[config.mk]
export PLATFORM = sky130hd
export DESIGN_NAME = scalar_kalman_filter_channels_core
export DESIGN_NICKNAME = d
export VERILOG_FILES = /design/src/skf_pkg.sv /design/src/skf_regs.sv /design/src/skf_div.sv /design/src/skf_mul.sv /design/src/scalar_kalman_filter_channels_core.sv
export SDC_FILE = /design/constraint.sdc
export NUM_CORES = 2
export LEC_CHECK = 0
export BUFFER_PORTS_ARGS = -buffer_cell sky130_fd_sc_hd__buf_4
export CORE_ASPECT_RATIO = 0.9
export CORE_MARGIN = 3
export CORE_UTILIZATION = 40
export CTS_CLUSTER_SIZE = 16
export DETAILED_ROUTE_END_ITERATION = 8
export GPL_TIMING_DRIVEN = 0
export SETUP_SLACK_MARGIN = 0.15
export SLEW_MARGIN = 30
export SYNTH_ARGS = -nofsm -noshare
export SYNTH_HDL_FRONTEND = slang
export SYNTH_HIERARCHICAL = 1
export SYNTH_SLANG_ARGS = --single-unit
[constraint.sdc]
create_clock -name clk -period 18.9 [get_ports clk]
set_clock_uncertainty 0.2 [all_clocks]
set_input_delay 3.78 -clock clk [delete_from_list [all_inputs] [get_ports clk]]
set_output_delay 3.78 -clock clk [all_outputs]
set_load 0.01 [all_outputs]
[src/skf_pkg.sv]
// shared types, constants and reset values for the scalar kalman filter block
// no dependencies; every other file in src imports this package
`default_nettype none

package skf_pkg;

  // fixed field widths
  localparam int CH_W    = 2;
  localparam int DATA_W  = 24;
  localparam int DIFF_W  = DATA_W + 1;
  localparam int ACC_W   = DATA_W + 2;
  localparam int APB_AW  = 5;
  localparam int APB_DW  = 32;

  // default parameter values
  localparam int CHANNELS_DEF  = 4;
  localparam int FRAC_BITS_DEF = 16;

  // register reset values
  localparam logic [DATA_W-1:0] QXYZ_RST  = 24'd6554;
  localparam logic [DATA_W-1:0] QTEMP_RST = 24'd1311;
  localparam logic [DATA_W-1:0] RXYZ_RST  = 24'd131072;
  localparam logic [DATA_W-1:0] RTEMP_RST = 24'd32768;

  // register map, word index = paddr[4:2]
  typedef enum logic [2:0] {
    REG_PROCESS_NOISE_X    = 3'd0,
    REG_PROCESS_NOISE_Y    = 3'd1,
    REG_PROCESS_NOISE_Z    = 3'd2,
    REG_PROCESS_NOISE_TEMP = 3'd3,
    REG_MEASURE_NOISE_X    = 3'd4,
    REG_MEASURE_NOISE_Y    = 3'd5,
    REG_MEASURE_NOISE_Z    = 3'd6,
    REG_MEASURE_NOISE_TEMP = 3'd7
  } reg_idx_t;

  // channel codes
  localparam logic [CH_W-1:0] CH_X    = 2'd0;
  localparam logic [CH_W-1:0] CH_Y    = 2'd1;
  localparam logic [CH_W-1:0] CH_Z    = 2'd2;
  localparam logic [CH_W-1:0] CH_TEMP = 2'd3;

  // input and result words
  typedef struct packed {
    logic [CH_W-1:0]          channel;
    logic signed [DATA_W-1:0] measurement;
  } in_word_t;

  typedef struct packed {
    logic [CH_W-1:0]          channel_out;
    logic signed [DATA_W-1:0] estimate;
    logic                     error;
  } out_word_t;

  // noise pair of the selected channel
  typedef struct packed {
    logic [DATA_W-1:0] q;
    logic [DATA_W-1:0] r;
  } noise_t;

  // estimate reset per channel: 0, 0, 1000.0, 1048.0 in Q16.8
  function automatic logic signed [DATA_W-1:0] est_reset(input int idx);
    logic signed [DATA_W-1:0] v;
    case (idx)
      2:       v = 24'sd256000;
      3:       v = 24'sd268288;
      default: v = '0;
    endcase
    return v;
  endfunction

endpackage

`default_nettype wire

[src/skf_regs.sv]
// noise register file behind the apb-style port, plus per-channel noise select
// depends on skf_pkg
`default_nettype none

module skf_regs
  import skf_pkg::*;
(
  input  wire logic              clk,
  input  wire logic              rst_n,
  input  wire logic              psel,
  input  wire logic              penable,
  input  wire logic              pwrite,
  input  wire logic [APB_AW-1:0] paddr,
  input  wire logic [APB_DW-1:0] pwdata,
  output logic      [APB_DW-1:0] prdata,
  output logic                   pready,
  input  wire logic [CH_W-1:0]   sel_ch,
  output noise_t                 noise
);

  logic [DATA_W-1:0] process_noise_x_r, process_noise_y_r;
  logic [DATA_W-1:0] process_noise_z_r, process_noise_temp_r;
  logic [DATA_W-1:0] measure_noise_x_r, measure_noise_y_r;
  logic [DATA_W-1:0] measure_noise_z_r, measure_noise_temp_r;
  reg_idx_t          idx;
  logic              wr_en;
  logic [DATA_W-1:0] rd_val;

  assign idx    = reg_idx_t'(paddr[APB_AW-1:2]);
  assign wr_en  = psel && penable && pwrite;
  assign pready = 1'b1;

  // register writes
  always_ff @(posedge clk) begin
    if (!rst_n) begin
      process_noise_x_r    <= QXYZ_RST;
      process_noise_y_r    <= QXYZ_RST;
      process_noise_z_r    <= QXYZ_RST;
      process_noise_temp_r <= QTEMP_RST;
      measure_noise_x_r    <= RXYZ_RST;
      measure_noise_y_r    <= RXYZ_RST;
      measure_noise_z_r    <= RXYZ_RST;
      measure_noise_temp_r <= RTEMP_RST;
    end else if (wr_en) begin
      case (idx)
        REG_PROCESS_NOISE_X:    process_noise_x_r    <= pwdata[DATA_W-1:0];
        REG_PROCESS_NOISE_Y:    process_noise_y_r    <= pwdata[DATA_W-1:0];
        REG_PROCESS_NOISE_Z:    process_noise_z_r    <= pwdata[DATA_W-1:0];
        REG_PROCESS_NOISE_TEMP: process_noise_temp_r <= pwdata[DATA_W-1:0];
        REG_MEASURE_NOISE_X:    measure_noise_x_r    <= pwdata[DATA_W-1:0];
        REG_MEASURE_NOISE_Y:    measure_noise_y_r    <= pwdata[DATA_W-1:0];
        REG_MEASURE_NOISE_Z:    measure_noise_z_r    <= pwdata[DATA_W-1:0];
        REG_MEASURE_NOISE_TEMP: measure_noise_temp_r <= pwdata[DATA_W-1:0];
        default: ;
      endcase
    end
  end

  // read mux
  always_comb begin
    case (idx)
      REG_PROCESS_NOISE_X:    rd_val = process_noise_x_r;
      REG_PROCESS_NOISE_Y:    rd_val = process_noise_y_r;
      REG_PROCESS_NOISE_Z:    rd_val = process_noise_z_r;
      REG_PROCESS_NOISE_TEMP: rd_val = process_noise_temp_r;
      REG_MEASURE_NOISE_X:    rd_val = measure_noise_x_r;
      REG_MEASURE_NOISE_Y:    rd_val = measure_noise_y_r;
      REG_MEASURE_NOISE_Z:    rd_val = measure_noise_z_r;
      REG_MEASURE_NOISE_TEMP: rd_val = measure_noise_temp_r;
      default:                rd_val = '0;
    endcase
  end

  assign prdata = {{(APB_DW-DATA_W){1'b0}}, rd_val};

  // noise pair for the channel being filtered
  always_comb begin
    case (sel_ch)
      CH_X:    noise = '{q: process_noise_x_r,    r: measure_noise_x_r};
      CH_Y:    noise = '{q: process_noise_y_r,    r: measure_noise_y_r};
      CH_Z:    noise = '{q: process_noise_z_r,    r: measure_noise_z_r};
      CH_TEMP: noise = '{q: process_noise_temp_r, r: measure_noise_temp_r};
      default: noise = '0;
    endcase
  end

endmodule

`default_nettype wire

[src/skf_div.sv]
// bit-serial restoring divider for the gain: k = floor(num * 2^FRAC_BITS / den)
// one quotient bit per cycle; num <= den assumed; depends on skf_pkg
`default_nettype none

module skf_div
  import skf_pkg::*;
#(
  parameter int FRAC_BITS = FRAC_BITS_DEF
) (
  input  wire logic                clk,
  input  wire logic                rst_n,
  input  wire logic                start,
  input  wire logic [DATA_W-1:0]   num,
  input  wire logic [DATA_W:0]     den,
  output logic                     done,
  output logic [FRAC_BITS:0]       quo
);

  localparam int CW = $clog2(FRAC_BITS + 1);

  logic              busy_r, busy_nxt;
  logic              done_r, done_nxt;
  logic [CW-1:0]     cnt_r, cnt_nxt;
  logic [DATA_W:0]   rem_r, rem_nxt;
  logic [DATA_W:0]   den_r, den_nxt;
  logic [FRAC_BITS:0] quo_r, quo_nxt;
  logic [DATA_W+1:0] cand;
  logic              ge;

  // first step compares the numerator itself, later steps the doubled remainder
  always_comb begin
    cand = (cnt_r == '0) ? {1'b0, rem_r} : {rem_r, 1'b0};
    ge   = cand >= {1'b0, den_r};
  end

  always_comb begin
    busy_nxt = busy_r;
    done_nxt = 1'b0;
    cnt_nxt  = cnt_r;
    rem_nxt  = rem_r;
    den_nxt  = den_r;
    quo_nxt  = quo_r;
    if (start) begin
      busy_nxt = 1'b1;
      cnt_nxt  = '0;
      rem_nxt  = {1'b0, num};
      den_nxt  = den;
      quo_nxt  = '0;
    end else if (busy_r) begin
      // remainder stays below the divisor, which may need all DATA_W+1 bits
      rem_nxt = ge ? (DATA_W+1)'(cand - {1'b0, den_r}) : cand[DATA_W:0];
      quo_nxt = {quo_r[FRAC_BITS-1:0], ge};
      cnt_nxt = cnt_r + 1'b1;
      if (cnt_r == CW'(FRAC_BITS)) begin
        busy_nxt = 1'b0;
        done_nxt = 1'b1;
      end
    end
  end

  always_ff @(posedge clk) begin
    if (!rst_n) begin
      busy_r <= 1'b0;
      done_r <= 1'b0;
      cnt_r  <= '0;
    end else begin
      busy_r <= busy_nxt;
      done_r <= done_nxt;
      cnt_r  <= cnt_nxt;
    end
  end

  always_ff @(posedge clk) begin
    rem_r <= rem_nxt;
    den_r <= den_nxt;
    quo_r <= quo_nxt;
  end

  assign done = done_r;
  assign quo  = quo_r;

endmodule

`default_nettype wire

[src/skf_mul.sv]
// bit-serial shift-add multiplier: signed multiplicand times unsigned FRAC_BITS+1 bit
// multiplier, lsb first, one bit per cycle; product = acc * 2^(FRAC_BITS+1) + lo
// depends on skf_pkg
`default_nettype none

module skf_mul
  import skf_pkg::*;
#(
  parameter int FRAC_BITS = FRAC_BITS_DEF
) (
  input  wire logic                     clk,
  input  wire logic                     rst_n,
  input  wire logic                     start,
  input  wire logic signed [DIFF_W-1:0] mcand,
  input  wire logic [FRAC_BITS:0]       mplier,
  output logic                          done,
  output logic signed [ACC_W-1:0]       acc,
  output logic [FRAC_BITS:0]            lo
);

  localparam int CW = $clog2(FRAC_BITS + 1);

  logic                     busy_r, busy_nxt;
  logic                     done_r, done_nxt;
  logic [CW-1:0]            cnt_r, cnt_nxt;
  logic signed [DIFF_W-1:0] mc_r, mc_nxt;
  logic [FRAC_BITS:0]       mp_r, mp_nxt;
  logic signed [ACC_W-1:0]  acc_r, acc_nxt;
  logic [FRAC_BITS:0]       lo_r, lo_nxt;
  logic signed [ACC_W-1:0]  sum;

  // add the multiplicand when the current multiplier bit is set
  assign sum = acc_r + (mp_r[0] ? ACC_W'(mc_r) : '0);

  always_comb begin
    busy_nxt = busy_r;
    done_nxt = 1'b0;
    cnt_nxt  = cnt_r;
    mc_nxt   = mc_r;
    mp_nxt   = mp_r;
    acc_nxt  = acc_r;
    lo_nxt   = lo_r;
    if (start) begin
      busy_nxt = 1'b1;
      cnt_nxt  = '0;
      mc_nxt   = mcand;
      mp_nxt   = mplier;
      acc_nxt  = '0;
      lo_nxt   = '0;
    end else if (busy_r) begin
      // arithmetic shift right, low bit drops into the low word
      acc_nxt = {sum[ACC_W-1], sum[ACC_W-1:1]};
      lo_nxt  = {sum[0], lo_r[FRAC_BITS:1]};
      mp_nxt  = {1'b0, mp_r[FRAC_BITS:1]};
      cnt_nxt = cnt_r + 1'b1;
      if (cnt_r == CW'(FRAC_BITS)) begin
        busy_nxt = 1'b0;
        done_nxt = 1'b1;
      end
    end
  end

  always_ff @(posedge clk) begin
    if (!rst_n) begin
      busy_r <= 1'b0;
      done_r <= 1'b0;
      cnt_r  <= '0;
    end else begin
      busy_r <= busy_nxt;
      done_r <= done_nxt;
      cnt_r  <= cnt_nxt;
    end
  end

  always_ff @(posedge clk) begin
    mc_r  <= mc_nxt;
    mp_r  <= mp_nxt;
    acc_r <= acc_nxt;
    lo_r  <= lo_nxt;
  end

  assign done = done_r;
  assign acc  = acc_r;
  assign lo   = lo_r;

endmodule

`default_nettype wire

[src/scalar_kalman_filter_channels_core.sv]
// scalar kalman filter shared by several sensor channels
// one sample word in, one estimate word out; uses skf_pkg, skf_regs, skf_div, skf_mul
//
// usage:
//   in channel  : in_valid / in_stall / in_word {channel, measurement Q16.8}
//   out channel : out_valid / out_stall / out_word {channel_out, estimate, error}
//   config      : apb-style port, eight 24-bit noise registers at 4*i, pready tied high
// per sample: p += q (saturating), k = p/(p+r), x += k*(m-x) rounded, p = (1-k)p
// timing: an accepted sample steps through load, divide, multiply and finish, and
//   only then is the next one accepted; the gain divider and the two update
//   multipliers each retire one bit per cycle, the two multipliers in parallel
//   a zero divisor or a channel that is not present skips to finish with error set
// one sample is in flight at a time; in_stall is high while it is worked on
// results wait in an output register, so a new sample is taken while a result is unread;
//   if the receiver stalls, a finished result holds inside until the register frees up
// reset: estimates reload 0, 0, 1000.0, 1048.0, covariances 2.0, noise registers
//   their defaults; no result is pending
`default_nettype none

module scalar_kalman_filter_channels_core
  import skf_pkg::*;
#(
  parameter int CHANNELS  = CHANNELS_DEF,
  parameter int FRAC_BITS = FRAC_BITS_DEF
) (
  input  wire logic              clk,
  input  wire logic              rst_n,
  input  wire logic              in_valid,
  output logic                   in_stall,
  input  wire in_word_t          in_word,
  output logic                   out_valid,
  input  wire logic              out_stall,
  output out_word_t              out_word,
  input  wire logic              psel,
  input  wire logic              penable,
  input  wire logic              pwrite,
  input  wire logic [APB_AW-1:0] paddr,
  input  wire logic [APB_DW-1:0] pwdata,
  output logic      [APB_DW-1:0] prdata,
  output logic                   pready
);

  localparam logic [DATA_W+1:0]  COV_TWO = (DATA_W+2)'(2) << FRAC_BITS;
  localparam logic [DATA_W-1:0]  COV_RST = (COV_TWO > (DATA_W+2)'(24'hFFFFFF)) ?
                                           24'hFFFFFF : COV_TWO[DATA_W-1:0];
  localparam logic [FRAC_BITS:0] ONE     = (FRAC_BITS+1)'(1) << FRAC_BITS;
  localparam logic signed [DATA_W+3:0] S24_MAX = 28'sd8388607;
  localparam logic signed [DATA_W+3:0] S24_MIN = -28'sd8388608;

  typedef enum logic [4:0] {
    S_IDLE = 5'b00001,
    S_LOAD = 5'b00010,
    S_DIV  = 5'b00100,
    S_MUL  = 5'b01000,
    S_FIN  = 5'b10000
  } state_t;

  state_t                   state_r, state_nxt;
  logic signed [DATA_W-1:0] est_r [CHANNELS];
  logic [DATA_W-1:0]        cov_r [CHANNELS];
  logic [CH_W-1:0]          ch_r, ch_nxt;
  logic signed [DATA_W-1:0] m_r, m_nxt;
  logic signed [DATA_W-1:0] x_r, x_nxt;
  logic [DATA_W-1:0]        p1_r, p1_nxt;
  out_word_t                res_r, res_nxt;
  out_word_t                out_word_r, out_word_nxt;
  logic                     out_valid_r, out_valid_nxt;

  noise_t                   noise;
  logic signed [DATA_W-1:0] x_rd;
  logic [DATA_W-1:0]        cov_rd;
  logic                     ch_ok;
  logic [DATA_W:0]          p1_sum;
  logic [DATA_W-1:0]        p1;
  logic [DATA_W:0]          den;
  logic                     div_start, div_done;
  logic [FRAC_BITS:0]       k;
  logic                     mul_start;
  logic signed [DIFF_W-1:0] diff;
  logic [FRAC_BITS:0]       omk;
  logic                     mx_done, mp_done;
  logic signed [ACC_W-1:0]  mx_acc, mp_acc;
  logic [FRAC_BITS:0]       mx_lo, mp_lo;
  logic signed [DATA_W+3:0] xn_wide;
  logic signed [DATA_W-1:0] xn;
  logic [DATA_W-1:0]        pn;
  logic                     wr_state;
  logic                     out_free;

  // noise registers
  skf_regs u_regs (
    .clk     (clk),
    .rst_n   (rst_n),
    .psel    (psel),
    .penable (penable),
    .pwrite  (pwrite),
    .paddr   (paddr),
    .pwdata  (pwdata),
    .prdata  (prdata),
    .pready  (pready),
    .sel_ch  (ch_r),
    .noise   (noise)
  );

  // channel state read
  always_comb begin
    x_rd   = '0;
    cov_rd = '0;
    for (int i = 0; i < CHANNELS; i++) begin
      if (int'(ch_r) == i) begin
        x_rd   = est_r[i];
        cov_rd = cov_r[i];
      end
    end
  end

  assign ch_ok = int'(ch_r) < CHANNELS;

  // predicted covariance and divisor
  assign p1_sum = {1'b0, cov_rd} + {1'b0, noise.q};
  assign p1     = p1_sum[DATA_W] ? 24'hFFFFFF : p1_sum[DATA_W-1:0];
  assign den    = {1'b0, p1} + {1'b0, noise.r};

  skf_div #(.FRAC_BITS(FRAC_BITS)) u_div (
    .clk   (clk),
    .rst_n (rst_n),
    .start (div_start),
    .num   (p1),
    .den   (den),
    .done  (div_done),
    .quo   (k)
  );

  // innovation and 1 - k
  assign diff = {m_r[DATA_W-1], m_r} - {x_r[DATA_W-1], x_r};
  assign omk  = ONE - k;

  skf_mul #(.FRAC_BITS(FRAC_BITS)) u_mul_x (
    .clk    (clk),
    .rst_n  (rst_n),
    .start  (mul_start),
    .mcand  (diff),
    .mplier (k),
    .done   (mx_done),
    .acc    (mx_acc),
    .lo     (mx_lo)
  );

  skf_mul #(.FRAC_BITS(FRAC_BITS)) u_mul_p (
    .clk    (clk),
    .rst_n  (rst_n),
    .start  (mul_start),
    .mcand  ({1'b0, p1_r}),
    .mplier (omk),
    .done   (mp_done),
    .acc    (mp_acc),
    .lo     (mp_lo)
  );

  // estimate update: round half up, then saturate to 24 bits
  always_comb begin
    xn_wide = {{4{x_r[DATA_W-1]}}, x_r}
            + {{1{mx_acc[ACC_W-1]}}, mx_acc, 1'b0}
            + (DATA_W+4)'(mx_lo[FRAC_BITS])
            + (DATA_W+4)'(mx_lo[FRAC_BITS-1]);
    if (xn_wide > S24_MAX) begin
      xn = S24_MAX[DATA_W-1:0];
    end else if (xn_wide < S24_MIN) begin
      xn = S24_MIN[DATA_W-1:0];
    end else begin
      xn = xn_wide[DATA_W-1:0];
    end
  end

  // covariance update, always fits 24 bits
  assign pn = {mp_acc[DATA_W-2:0], mp_lo[FRAC_BITS]};

  assign out_free  = !out_valid_r || !out_stall;
  assign in_stall  = state_r != S_IDLE;
  assign div_start = (state_r == S_LOAD) && ch_ok && (den != '0);
  assign mul_start = (state_r == S_DIV) && div_done;
  assign wr_state  = (state_r == S_MUL) && mx_done;

  // sequencer
  always_comb begin
    state_nxt     = state_r;
    ch_nxt        = ch_r;
    m_nxt         = m_r;
    x_nxt         = x_r;
    p1_nxt        = p1_r;
    res_nxt       = res_r;
    out_word_nxt  = out_word_r;
    out_valid_nxt = out_valid_r && out_stall;
    case (state_r)
      S_IDLE: begin
        if (in_valid) begin
          ch_nxt    = in_word.channel;
          m_nxt     = in_word.measurement;
          state_nxt = S_LOAD;
        end
      end
      S_LOAD: begin
        x_nxt  = x_rd;
        p1_nxt = p1;
        res_nxt.channel_out = ch_r;
        if (!ch_ok) begin
          res_nxt.estimate = '0;
          res_nxt.error    = 1'b1;
          state_nxt        = S_FIN;
        end else if (den == '0) begin
          res_nxt.estimate = x_rd;
          res_nxt.error    = 1'b1;
          state_nxt        = S_FIN;
        end else begin
          state_nxt = S_DIV;
        end
      end
      S_DIV: begin
        if (div_done) begin
          state_nxt = S_MUL;
        end
      end
      S_MUL: begin
        if (mx_done) begin
          res_nxt.estimate = xn;
          res_nxt.error    = 1'b0;
          state_nxt        = S_FIN;
        end
      end
      S_FIN: begin
        if (out_free) begin
          out_word_nxt  = res_r;
          out_valid_nxt = 1'b1;
          state_nxt     = S_IDLE;
        end
      end
      default: state_nxt = S_IDLE;
    endcase
  end

  always_ff @(posedge clk) begin
    if (!rst_n) begin
      state_r     <= S_IDLE;
      out_valid_r <= 1'b0;
    end else begin
      state_r     <= state_nxt;
      out_valid_r <= out_valid_nxt;
    end
  end

  // channel state, written back at the end of an update
  always_ff @(posedge clk) begin
    if (!rst_n) begin
      for (int i = 0; i < CHANNELS; i++) begin
        est_r[i] <= est_reset(i);
        cov_r[i] <= COV_RST;
      end
    end else if (wr_state) begin
      for (int i = 0; i < CHANNELS; i++) begin
        if (int'(ch_r) == i) begin
          est_r[i] <= xn;
          cov_r[i] <= pn;
        end
      end
    end
  end

  always_ff @(posedge clk) begin
    ch_r       <= ch_nxt;
    m_r        <= m_nxt;
    x_r        <= x_nxt;
    p1_r       <= p1_nxt;
    res_r      <= res_nxt;
    out_word_r <= out_word_nxt;
  end

  assign out_valid = out_valid_r;
  assign out_word  = out_word_r;

  // the gain never exceeds one
  a_gain_range: assert property (@(posedge clk) disable iff (!rst_n)
    div_done |-> (k <= ONE))
    else $error("gain above one");

  // both update multipliers finish together, only while updating
  a_mul_sync: assert property (@(posedge clk) disable iff (!rst_n)
    (mx_done == mp_done) && (!mx_done || state_r == S_MUL))
    else $error("update multipliers out of step");

  // divider results only arrive while waiting on the divider
  a_div_state: assert property (@(posedge clk) disable iff (!rst_n)
    div_done |-> (state_r == S_DIV))
    else $error("divider done outside divide phase");

  // a finished result with a free output register shows up next cycle
  a_result_out: assert property (@(posedge clk) disable iff (!rst_n)
    (state_r == S_FIN && out_free) |=> (out_valid && state_r == S_IDLE))
    else $error("result not delivered");

  // a zero divisor never reaches the divider
  a_no_zero_div: assert property (@(posedge clk) disable iff (!rst_n)
    div_start |-> (den != '0))
    else $error("divider started with zero divisor");

endmodule

`default_nettype wire
==> impl_metrics.json <==
{
  "grt_pass1_wl_mm": 187,
  "io_pins": 132,
  "holdWs_ps": 207,
  "cts-root-buf": "clkbuf_16",
  "multi_input_area_sq_um": 20100,
  "intPower_mw": 2.99,
  "die_area_sq_um": 106000,
  "via_per_inst": 5.64,
  "cts_tree": "yes",
  "fin_crit_sh": 0.673,
  "total_leakage_power_nw": 17.4,
  "syn2layout_area_growth_pct": 13.5,
  "crit_arrival_ps": 12730,
  "p_clk_frac": 0.378,
  "grt_pass1_vias": 29900,
  "relSlewSlack": 0.327,
  "r2r-start": "ch_r[0]",
  "power.density_nw_per_um2": 90.1,
  "die_w_um": 344,
  "crit_top_cell": "clkbuf_1",
  "hold_violations": 0,
  "slew_viol_final": 0,
  "fp.coreArea_sq_um": 101000,
  "fp.dieH_um": 310,
  "drt_pass1_iterations": 6,
  "grt_overflow_total": 0,
  "rows": 110,
  "track_usage": 0.232,
  "cts_resized": 0,
  "busiest_layer": "met2",
  "worstPathRequired_ps": 18900,
  "fill_cells": 9401,
  "port_buffers": 87,
  "rsz0062_at_grt": "no",
  "fmax_ghz": 0.0786,
  "worst_pin_slew_ps": 1000,
  "clkTransAtPathRegs_ps": 60,
  "crit_start": "ch_r[0]",
  "cp-start-kind": "flip-flop",
  "nNetsFinal": 4399,
  "htree_levels": 3,
  "antenna_found_initial": 0,
  "ys_warn_count": 6,
  "min_period_ps": 12730,
  "hpwl_mm": 94.4,
  "tns_ps": 0,
  "status": "completed",
  "setup_viol": 0,
  "crit_slowest_cell": "clkbuf_1",
  "gr-usage-met2": 0.373,
  "holdBufCountCts": 0,
  "grt_max_degree": 35,
  "start_util": 0.407,
  "crit_type": "reg -> reg",
  "hp-class": "reg -> reg",
  "power_switching_mw": 1.21,
  "syn_area_sq_um": 41000,
  "drt_iter0_drc": 2956,
  "via_count": 31300,
  "drtAntennaViolNets": 0,
  "drive_gt1_frac": 0.138,
  "syn_area_per_cell_sq_um": 10.4,
  "clock_latency_ps": 640,
  "cap_violations": 0,
  "place.gp.congestion": 0.946,
  "seq_area_sq_um": 19400,
  "antennaDiodeCount": 0,
  "max_stage_delay_ps": 690,
  "netlist_instances": 3943,
  "met3_usage": 0.0330,
  "remaining_drc_errors": 0,
  "wl_per_cell_um": 22.6,
  "power_frac_comb": 0.185,
  "end_kind": "flip-flop",
  "finalWirelength_mm": 125,
  "cts_buffers": 81,
  "p_seq_frac": 0.437,
  "gr-usage-met1": 0.323,
  "clock_sinks": 742,
  "clock_path_buffers": 3,
  "cts_setup_buffers": 0,
  "min-delay-start": "p1_r[2]",
  "ir_drop_v": 0.0000683,
  "crit_path_max_fanout": 27,
  "swShare": 0.288
}
[placed cells by master, fill, tap and decap left out, drive strengths merged, types with 82 or more instances in the layout]
master	instances
a21boi	171
and2	159
o21ai	206
ha	180
clkbuf	224
buf	235
xnor2	82
mux4	96
inv	151
nor2	241
dfxtp	289
a21oi	192
edfxtp	453
nand2	569
[flip-flops by register name (all words and copies together), names as in the netlist, 25 cells and up]
| register | cells |
|---|---|
| cov_r | 96 |
| res_r | 27 |
| u_mul_x/acc | 25 |
| u_div/rem_r | 25 |
| est_r | 96 |
| u_mul_x/mc_r | 25 |
| u_mul_p/mc_r | 25 |
| u_mul_p/acc | 25 |
| u_div/den_r | 25 |
| out_word | 27 |
[worst max-delay path: cells and delay by family, from the launching register on]
family / cells / cell delay (ps)
xor+xnor: 1 / 150
compound gates: 11 / 3520
fa+ha+maj: 2 / 870
flops: 1 / 610
simple gates: 8 / 2330
mux: 1 / 640
buf+inv: 8 / 3880
[metal layers]
layer | vias to the layer above | routed length, um
li1 | 14700 | -
met1 | 15200 | 55500
met2 | 1181 | 57300
met3 | 177 | 8670
met4 | 0 | 4000
met5 | - | 0
[layout make-up]
class / instances / area share
Sequential cell: 742 / 0.416
Multi-Input combinational cell: 2825 / 0.432
Inverter: 148 / 0.0120
Tap cell: 1344 / 0.0361
Timing Repair Buffer: 108 / 0.0241
Clock buffer: 116 / 0.0497
Clock inverter: 32 / 0.00655
Buffer: 235 / 0.0237
[power groups by stage]
stage | logic, mW | registers (mW) | clock network [mW]
2_1_floorplan | 0.535 | 1.85 | 0
3_3_place_gp | 0.749 | 1.88 | 0
3_5_place_dp | 0.765 | 1.87 | 0
4_1_cts | 0.769 | 1.84 | 1.62
5_1_grt | 0.845 | 1.84 | 1.68
6_report | 0.776 | 1.84 | 1.59
[worst paths after layout]
check	slack (ps)	depth (start not counted)	endpoint
hold / removal	210	0	u_mul_p/mc_r[2]
setup / recovery	6170	31	u_div/rem_r[4]
hold reg to reg	210	0	u_mul_p/mc_r[2]
setup reg to reg	6170	31	u_div/rem_r[4]
[through the flow]
step	std cells	util	total power [mW]	worst slack, ps	instance area, sq um
finish	5550	0.462	4.20	6170	46600
global route	5550	0.462	4.37	5270	46600
CTS	5549	0.462	4.23	5870	46600
detailed placement	5401	0.436	2.64	5960	44000
global placement	5381	0.430	2.63	5170	43400
floorplan	3950	-	2.38	9550	41100
(Power assumes the default switching activity.)
